**src/sv/suset_pkg.sv**
```systemverilog
// Package: shared types, codes and constants of the sorted set update core.
package suset_pkg;

  localparam int VALUE_W      = 32;
  localparam int STATUS_W     = 3;
  localparam int COUNT_W      = 5;
  localparam int CAPACITY_DEF = 16;

  localparam logic CMD_INSERT = 1'b0;
  localparam logic CMD_DELETE = 1'b1;

  typedef enum logic [STATUS_W-1:0] {
    ST_INSERTED  = 3'd0,
    ST_DUPLICATE = 3'd1,
    ST_REMOVED   = 3'd2,
    ST_NOTFOUND  = 3'd3,
    ST_FULL      = 3'd4
  } status_t;

  typedef enum logic [1:0] {
    S_IDLE,
    S_COMPARE,
    S_UPDATE
  } state_t;

  typedef enum logic [1:0] {
    SHIFT_HOLD,
    SHIFT_INSERT,
    SHIFT_DELETE
  } shift_op_t;

  typedef struct packed {
    logic      cmp_en;
    shift_op_t op;
  } cell_ctrl_t;

  typedef struct packed {
    logic                      cmd;
    logic signed [VALUE_W-1:0] value;
  } req_t;

  typedef struct packed {
    status_t            status;
    logic [COUNT_W-1:0] count;
  } rsp_t;

endpackage

```
**src/sv/suset_cell.sv**
```systemverilog
// One storage cell of the sorted chain: holds an entry, compares and shifts.
module suset_cell #(
  parameter int IDX   = 0,
  parameter int CNT_W = 5
) (
  input  logic                                 clk,
  input  logic                                 rst,
  input  suset_pkg::cell_ctrl_t                ctrl,
  input  logic signed [suset_pkg::VALUE_W-1:0] key,
  input  logic [CNT_W-1:0]                     count,
  input  logic                                 left_lt,
  input  logic signed [suset_pkg::VALUE_W-1:0] left_entry,
  input  logic signed [suset_pkg::VALUE_W-1:0] right_entry,
  output logic signed [suset_pkg::VALUE_W-1:0] entry,
  output logic                                 lt,
  output logic                                 eq
);
  import suset_pkg::*;

  logic occupied;

  assign occupied = CNT_W'(IDX) < count;

  // Compare flags are registered; entries behind the count never matter.
  always_ff @(posedge clk) begin
    if (rst) begin
      lt <= 1'b0;
      eq <= 1'b0;
    end else if (ctrl.cmp_en) begin
      lt <= occupied && (entry < key);
      eq <= occupied && (entry == key);
    end
  end

  // Cells below the slot hold; the rest take from a neighbour.
  always_ff @(posedge clk) begin
    case (ctrl.op)
      SHIFT_INSERT: begin
        if (!lt) begin
          entry <= left_lt ? key : left_entry;
        end
      end
      SHIFT_DELETE: begin
        if (!lt) begin
          entry <= right_entry;
        end
      end
      default: begin
        entry <= entry;
      end
    endcase
  end

endmodule

```
**src/sv/sorted_unique_set_update_core.sv**
```systemverilog
// Top level: sorted set of distinct signed values kept in a chain of cells.
//
//  channel | direction | handshake               | payload
//  --------+-----------+-------------------------+-------------------------------
//  req     | in        | req_valid / req_ready   | cmd (insert/delete), value
//  rsp     | out       | rsp_valid / rsp_ready   | status, count after the request
//
// Each request runs through three steps: accept, compare in every cell, commit.
// The commit waits while the result register is still full and unread, so a
// stalled output holds the chain; a new request is taken while a result waits.
// Reset clears the count, the control state and the output valid; cell
// contents are left as they are, since only cells below the count are read.
// A new request is accepted only after the last one commits, since the
// compare-then-shift sequence through the cell chain must finish first.
module sorted_unique_set_update_core #(
  parameter int CAPACITY = suset_pkg::CAPACITY_DEF
) (
  input  logic              clk,
  input  logic              rst,
  input  logic              req_valid,
  output logic              req_ready,
  input  suset_pkg::req_t   req,
  output logic              rsp_valid,
  input  logic              rsp_ready,
  output suset_pkg::rsp_t   rsp
);
  import suset_pkg::*;

  localparam int CNT_W = $clog2(CAPACITY + 1);

  state_t                    state;
  state_t                    state_next;
  logic                      cmd;
  logic signed [VALUE_W-1:0] key;
  logic [CNT_W-1:0]          count;
  logic [CNT_W-1:0]          count_next;
  logic [COUNT_W-1:0]        count_out;
  status_t                   status_next;
  shift_op_t                 op_sel;
  cell_ctrl_t                ctrl;
  logic                      commit;
  logic                      hit;
  logic                      full;

  logic signed [VALUE_W-1:0] entry_arr [CAPACITY];
  logic [CAPACITY-1:0]       lt_vec;
  logic [CAPACITY-1:0]       eq_vec;

  // ---------------------------------------------------------------- cells
  for (genvar g = 0; g < CAPACITY; g++) begin : g_cell
    logic                      left_lt;
    logic signed [VALUE_W-1:0] left_entry;
    logic signed [VALUE_W-1:0] right_entry;

    if (g == 0) begin : g_first
      // No left neighbour: an insert that reaches cell 0 lands here.
      assign left_lt    = 1'b1;
      assign left_entry = key;
    end else begin : g_inner
      assign left_lt    = lt_vec[g-1];
      assign left_entry = entry_arr[g-1];
    end

    if (g == CAPACITY - 1) begin : g_last
      assign right_entry = entry_arr[g];
    end else begin : g_body
      assign right_entry = entry_arr[g+1];
    end

    suset_cell #(
      .IDX   (g),
      .CNT_W (CNT_W)
    ) u_cell (
      .clk         (clk),
      .rst         (rst),
      .ctrl        (ctrl),
      .key         (key),
      .count       (count),
      .left_lt     (left_lt),
      .left_entry  (left_entry),
      .right_entry (right_entry),
      .entry       (entry_arr[g]),
      .lt          (lt_vec[g]),
      .eq          (eq_vec[g])
    );
  end

  // ------------------------------------------------------------- decision
  // At most one cell matches, so the OR is the hit flag.
  assign hit  = |eq_vec;
  assign full = (count == CNT_W'(CAPACITY));

  always_comb begin
    status_next = ST_NOTFOUND;
    op_sel      = SHIFT_HOLD;
    count_next  = count;
    if (cmd == CMD_INSERT) begin
      if (hit) begin
        status_next = ST_DUPLICATE;
      end else if (full) begin
        status_next = ST_FULL;
      end else begin
        status_next = ST_INSERTED;
        op_sel      = SHIFT_INSERT;
        count_next  = count + CNT_W'(1);
      end
    end else begin
      if (hit) begin
        status_next = ST_REMOVED;
        op_sel      = SHIFT_DELETE;
        count_next  = count - CNT_W'(1);
      end
    end
  end

  // Reported count is the low bits of the updated count, zero-extended if narrower.
  for (genvar b = 0; b < COUNT_W; b++) begin : g_cnt
    if (b < CNT_W) begin : g_bit
      assign count_out[b] = count_next[b];
    end else begin : g_zero
      assign count_out[b] = 1'b0;
    end
  end

  // -------------------------------------------------------- state machine
  always_comb begin
    state_next = state;
    case (state)
      S_IDLE: begin
        if (req_valid) begin
          state_next = S_COMPARE;
        end
      end
      S_COMPARE: begin
        state_next = S_UPDATE;
      end
      S_UPDATE: begin
        if (!rsp_valid || rsp_ready) begin
          state_next = S_IDLE;
        end
      end
      default: begin
        state_next = S_IDLE;
      end
    endcase
  end

  always_comb begin
    req_ready   = 1'b0;
    commit      = 1'b0;
    ctrl.cmp_en = 1'b0;
    ctrl.op     = SHIFT_HOLD;
    case (state)
      S_IDLE: begin
        req_ready = 1'b1;
      end
      S_COMPARE: begin
        ctrl.cmp_en = 1'b1;
      end
      S_UPDATE: begin
        // Hold until the result register can take the answer.
        commit  = !rsp_valid || rsp_ready;
        ctrl.op = commit ? op_sel : SHIFT_HOLD;
      end
      default: begin
        req_ready = 1'b0;
      end
    endcase
  end

  // ------------------------------------------------------------ registers
  always_ff @(posedge clk) begin
    if (rst) begin
      state     <= S_IDLE;
      count     <= '0;
      rsp_valid <= 1'b0;
    end else begin
      state <= state_next;
      if (commit) begin
        count     <= count_next;
        rsp_valid <= 1'b1;
      end else if (rsp_ready) begin
        rsp_valid <= 1'b0;
      end
    end
  end

  // Latch the request and the result payload; no reset needed.
  always_ff @(posedge clk) begin
    if (req_valid && req_ready) begin
      cmd <= req.cmd;
      key <= req.value;
    end
    if (commit) begin
      rsp.status <= status_next;
      rsp.count  <= count_out;
    end
  end

  // ----------------------------------------------------------- assertions
  a_count_range: assert property (@(posedge clk) disable iff (rst)
    count <= CNT_W'(CAPACITY))
    else $error("entry count beyond capacity");

  a_single_match: assert property (@(posedge clk) disable iff (rst)
    state == S_UPDATE |-> $onehot0(eq_vec))
    else $error("more than one cell matches the key");

  a_insert_grows: assert property (@(posedge clk) disable iff (rst)
    commit && op_sel == SHIFT_INSERT |=> count == $past(count) + CNT_W'(1))
    else $error("insert did not grow the count by one");

  a_rsp_from_commit: assert property (@(posedge clk) disable iff (rst)
    $rose(rsp_valid) |-> $past(state) == S_UPDATE)
    else $error("result raised outside the commit step");

endmodule
```
**config.mk**
```make
export PLATFORM = sky130hd
export DESIGN_NAME = sorted_unique_set_update_core
export DESIGN_NICKNAME = d
export VERILOG_FILES = /design/src/sv/suset_pkg.sv /design/src/sv/suset_cell.sv /design/src/sv/sorted_unique_set_update_core.sv
export SDC_FILE = /design/constraint.sdc
export NUM_CORES = 2
export LEC_CHECK = 0
export BUFFER_PORTS_ARGS = -buffer_cell sky130_fd_sc_hd__buf_2
export CAP_MARGIN = 20
export CELL_PAD_IN_SITES_DETAIL_PLACEMENT = 1
export CELL_PAD_IN_SITES_GLOBAL_PLACEMENT = 1
export CORE_ASPECT_RATIO = 1.75
export CORE_MARGIN = 1
export CORE_UTILIZATION = 50
export CTS_BUF_LIST = sky130_fd_sc_hd__clkbuf_4
export CTS_CLUSTER_SIZE = 20
export DETAILED_ROUTE_END_ITERATION = 8
export PLACE_DENSITY = 0.81
export SYNTH_ARGS = -nofsm -noshare
export SYNTH_HDL_FRONTEND = slang
export SYNTH_SLANG_ARGS = --single-unit
```
**constraint.sdc**
```tcl
create_clock -name clk -period 13.5 [get_ports clk]
set_input_delay 2.7 -clock clk [delete_from_list [all_inputs] [get_ports clk]]
set_output_delay 2.7 -clock clk [all_outputs]
set_load 0.05 [all_outputs]
```
==> results.py <==
metrics = {
    "clock_network": {
        "cts_sinks": 593,
        "path_clk_slew_ns": 0.08,
        "post_cts_resized": 0,
        "cts_max_level": 4,
        "cts_buffers": 156,
        "cts_hold_buffers": 0,
        "post_cts_buffers": 0,
        "cts_tree": "done",
        "cts_root_buffer": "clkbuf_4",
        "clk_path_buf_depth": 3,
        "insertion_delay_ns": 1.13,
    },
    "power": {
        "pwr_density_cell_nw_per_um2": 96.3,
        "switching_share_pct": 28.4,
        "seq_power_share_pct": 50.5,
        "peakVddDrop_mv": 0.0550,
        "p_sw_mw": 1.17,
        "intPower_mw": 2.95,
        "leakage_nw": 14.8,
        "power_frac_comb_pct": 10.1,
        "power_frac_clock_pct": 39.5,
    },
    "setup_path": {
        "worst-path-buf-inv": 6,
        "cpMostUsedCell": "buf_4",
        "crit_path_top_delay_cell": "buf_4",
        "critPathLaunchType": "primary input",
        "cpLargestDelayFamily": "buffers and inverters",
        "worstSetupEndpointType": "register",
        "cp_data_required_time_ns": 14.29,
        "cp_max_fo": 239,
        "slowest_delay_ns": 0.88,
        "critPathKind": "primary input to register",
        "cp_data_arrival_time_ns": 7.08,
        "crit_chain": "buf_2 -> nor2b_1 -> nor2_1 -> buf_4 -> and2_1 -> inv_2 -> ha_4 -> buf_12 -> buf_4 -> buf_4 -> o21ai_1",
    },
    "global_routing": {
        "grt_pass1_vias": 35600,
        "antenna_found_initial": 11,
        "grt_max_degree": 240,
        "grt_pass1_wl_um": 221000,
        "track_usage_pct": 37.5,
        "grt-ovfl-total": 0,
    },
    "sta": {
        "relSlewSlack_pct": 19.3,
        "fmax_mhz": 159,
        "post-route-min-period_ns": 6.29,
        "fin_skew_ns": 0.0892,
        "finalSetupViolations": 0,
        "hold_viol_final": 0,
        "grt_setup_unrepaired": "false",
        "fin_tns_setup_ns": 0,
        "tightest_slew_ns": 1.20,
        "drv_slew": 0,
        "period_share_pct": 46.6,
    },
    "status": {
        "status": "completed",
    },
    "route": {
        "drcViolationCount": 0,
        "drt_iter0_markers": 2912,
        "wl_um": 150000,
        "vias": 33300,
        "wl_per_cell_um": 30.0,
        "viasPerCell": 6.65,
        "drtAntennaViolNets": 0,
        "dr.pass1.iters": 5,
    },
    "placement": {
        "place_inst": 4742,
        "dp_hpwl_um": 109000,
        "place.gp.congestion": 1.04,
        "io_buffers": 46,
    },
    "logic_synthesis": {
        "synth-edff-count": 553,
        "synth_area_per_cell_um2": 10.3,
        "synth-seq-cells": 593,
        "synth_top_area_cell": "edfxtp_1",
        "ys_types": 60,
        "synth_cells": 3821,
        "synthesis.nets": 4377,
        "yosys_most_used_dff": "edfxtp_1",
        "synth_top_area_share_pct": 42.0,
        "synthTopCellsByArea": "edfxtp_1, ha_1, mux2i_1",
        "yosysSeqAreaShare_pct": 44.0,
        "synth_area_um2": 39500,
        "async_reset_ff_share_pct": 0,
        "ys_warn_count": 0,
    },
    "die": {
        "die_y_um": 374,
        "die_area_um2": 80200,
        "num_rows": 136,
        "start_util_pct": 50.4,
        "die_x_um": 215,
        "ioPinCount": 47,
        "design.core.area_um2": 78400,
    },
    "worst_hold_path": {
        "hold_path.class": "register to register",
    },
    "layout": {
        "final_cells": 5013,
        "area_growth_pct": 8.28,
        "fin_nets": 4423,
        "drive_above_1_share_pct": 9.78,
    },
    "job": {
        "drv_cap": 0,
    },
}
## placed cells by master, fill, tap and decap left out, drive strengths merged, types with 15 or more instances in the layout
master  netlist  routed
a211oi       15      15
clkbuf      195     230
inv          71      77
mux2         32      32
mux2i       449     449
clkinv        0      23
nand3        61      61
a221o        18      18
and2         23      23
edfxtp      553     553
nand2       609     609
a21oi       242     242
o211ai       17      17
nor2         74      74
nand4       105     105
a21o         35      35
ha          519     519
buf          23     106
nor4         34      34
dfxtp        40      40
o21ai       551     551
nor3         23      23
## registers in the layout, summed over array words and instances (netlist names)
register and cells:
state 2, cmd 1, count 5, g_cell.u_cell.eq 16, rsp 8, g_cell.u_cell.lt 16
g_cell.left_entry 32, g_cell.u_cell.entry 512, rsp_valid 1
## routing by layer
metal  routed length (um)  track usage (%)  vias to the layer above
met5                   15                0                        -
met4                19100             41.1                        2
met3                 9650             8.63                      772
met2                74600             64.7                     1547
met1                46900             34.7                    16400
li1                     -                -                    14600
## final timing paths
check | startpoint | endpoint | slack, ns | cells after the start
setup / recovery | rsp_ready | g_cell[12].u_cell.entry[18]$_DFFE_PP_ | 7.21 | 11
hold reg to reg | g_cell[6].u_cell.eq$_SDFFE_PP0N_ | g_cell[6].u_cell.eq$_SDFFE_PP0N_ | 0.46 | 2
setup reg to reg | count[1]$_SDFFE_PP0P_ | g_cell[12].u_cell.entry[18]$_DFFE_PP_ | 8.13 | 11
hold / removal | g_cell[6].u_cell.eq$_SDFFE_PP0N_ | g_cell[6].u_cell.eq$_SDFFE_PP0N_ | 0.46 | 2
## area by class of cell
type                            instances  area (um^2)
Inverter                               71          267
Clock buffer                          230         1730
Timing Repair Buffer                  106          692
Antenna cell                            9         22.5
Multi-Input combinational cell       2939        21200
Clock inverter                         30          144
Fill cell                            8655        35700
Sequential cell                       593        17400
Tap cell                             1035         1290
## stage by stage
stage | utilization (%) | instance area (um^2) | power (mW) | worst slack (ns) | hold slack [ns]
floorplan | - | 39500 | 2.34 | 6.82 | 0.432
global placement | 52.1 | 40900 | 2.50 | 6.37 | 0.441
detailed placement | 52.1 | 40900 | 2.52 | 6.29 | 0.452
CTS | 54.5 | 42800 | 4.13 | 7.44 | 0.462
global route | 54.5 | 42800 | 4.25 | 7.03 | 0.495
finish | 54.5 | 42800 | 4.12 | 7.21 | 0.462
## cells by family after synthesis
family          Yosys count  share of synthesized area (%)
flops                   593                           44.0
xor+xnor                  6                          0.133
compound gates          944                           13.2
simple gates            989                           11.2
mux                     481                           12.3
fa+ha+maj               519                           16.4
buf+inv                 289                           2.74
## worst min-delay path: stages (launching register included)
cell and delay [ns]:
dfxtp_1 0.31, nand2_1 0.05, a21oi_1 0.05
## Yosys cell counts (5+ instances only)
cell type / number
nand2_1: 609
and2_1: 11
nand4_1: 105
a32oi_1: 6
or3_1: 5
and3_1: 5
nor3_1: 23
a21o_1: 35
or4_1: 11
clkbuf_1: 195
a21oi_1: 242
buf_1: 23
mux2i_1: 449
ha_1: 519
o21ai_0: 48
a221o_1: 18
and2_0: 12
mux2_1: 27
o211ai_1: 17
dfxtp_1: 40
nand2b_1: 8
nor2_1: 74
a221oi_1: 14
inv_1: 69
a31oi_1: 6
xnor2_1: 5
edfxtp_1: 553
nor4_1: 34
o21ai_1: 503
a22oi_1: 10
a22o_1: 5
nor2b_1: 13
a211oi_1: 15
nand3_1: 61
mux2_2: 5
a211o_1: 5
## power groups by stage
stage | Combinational [mW] | Sequential (mW) | Clock [mW]
final | 0.416 | 2.08 | 1.63
after global routing | 0.448 | 2.08 | 1.72
after CTS | 0.406 | 2.08 | 1.64
after detailed placement | 0.403 | 2.12 | 0
after global placement | 0.381 | 2.12 | 0
after floorplan | 0.251 | 2.09 | 0
No activity file was read; power rests on OpenSTA's default activity.
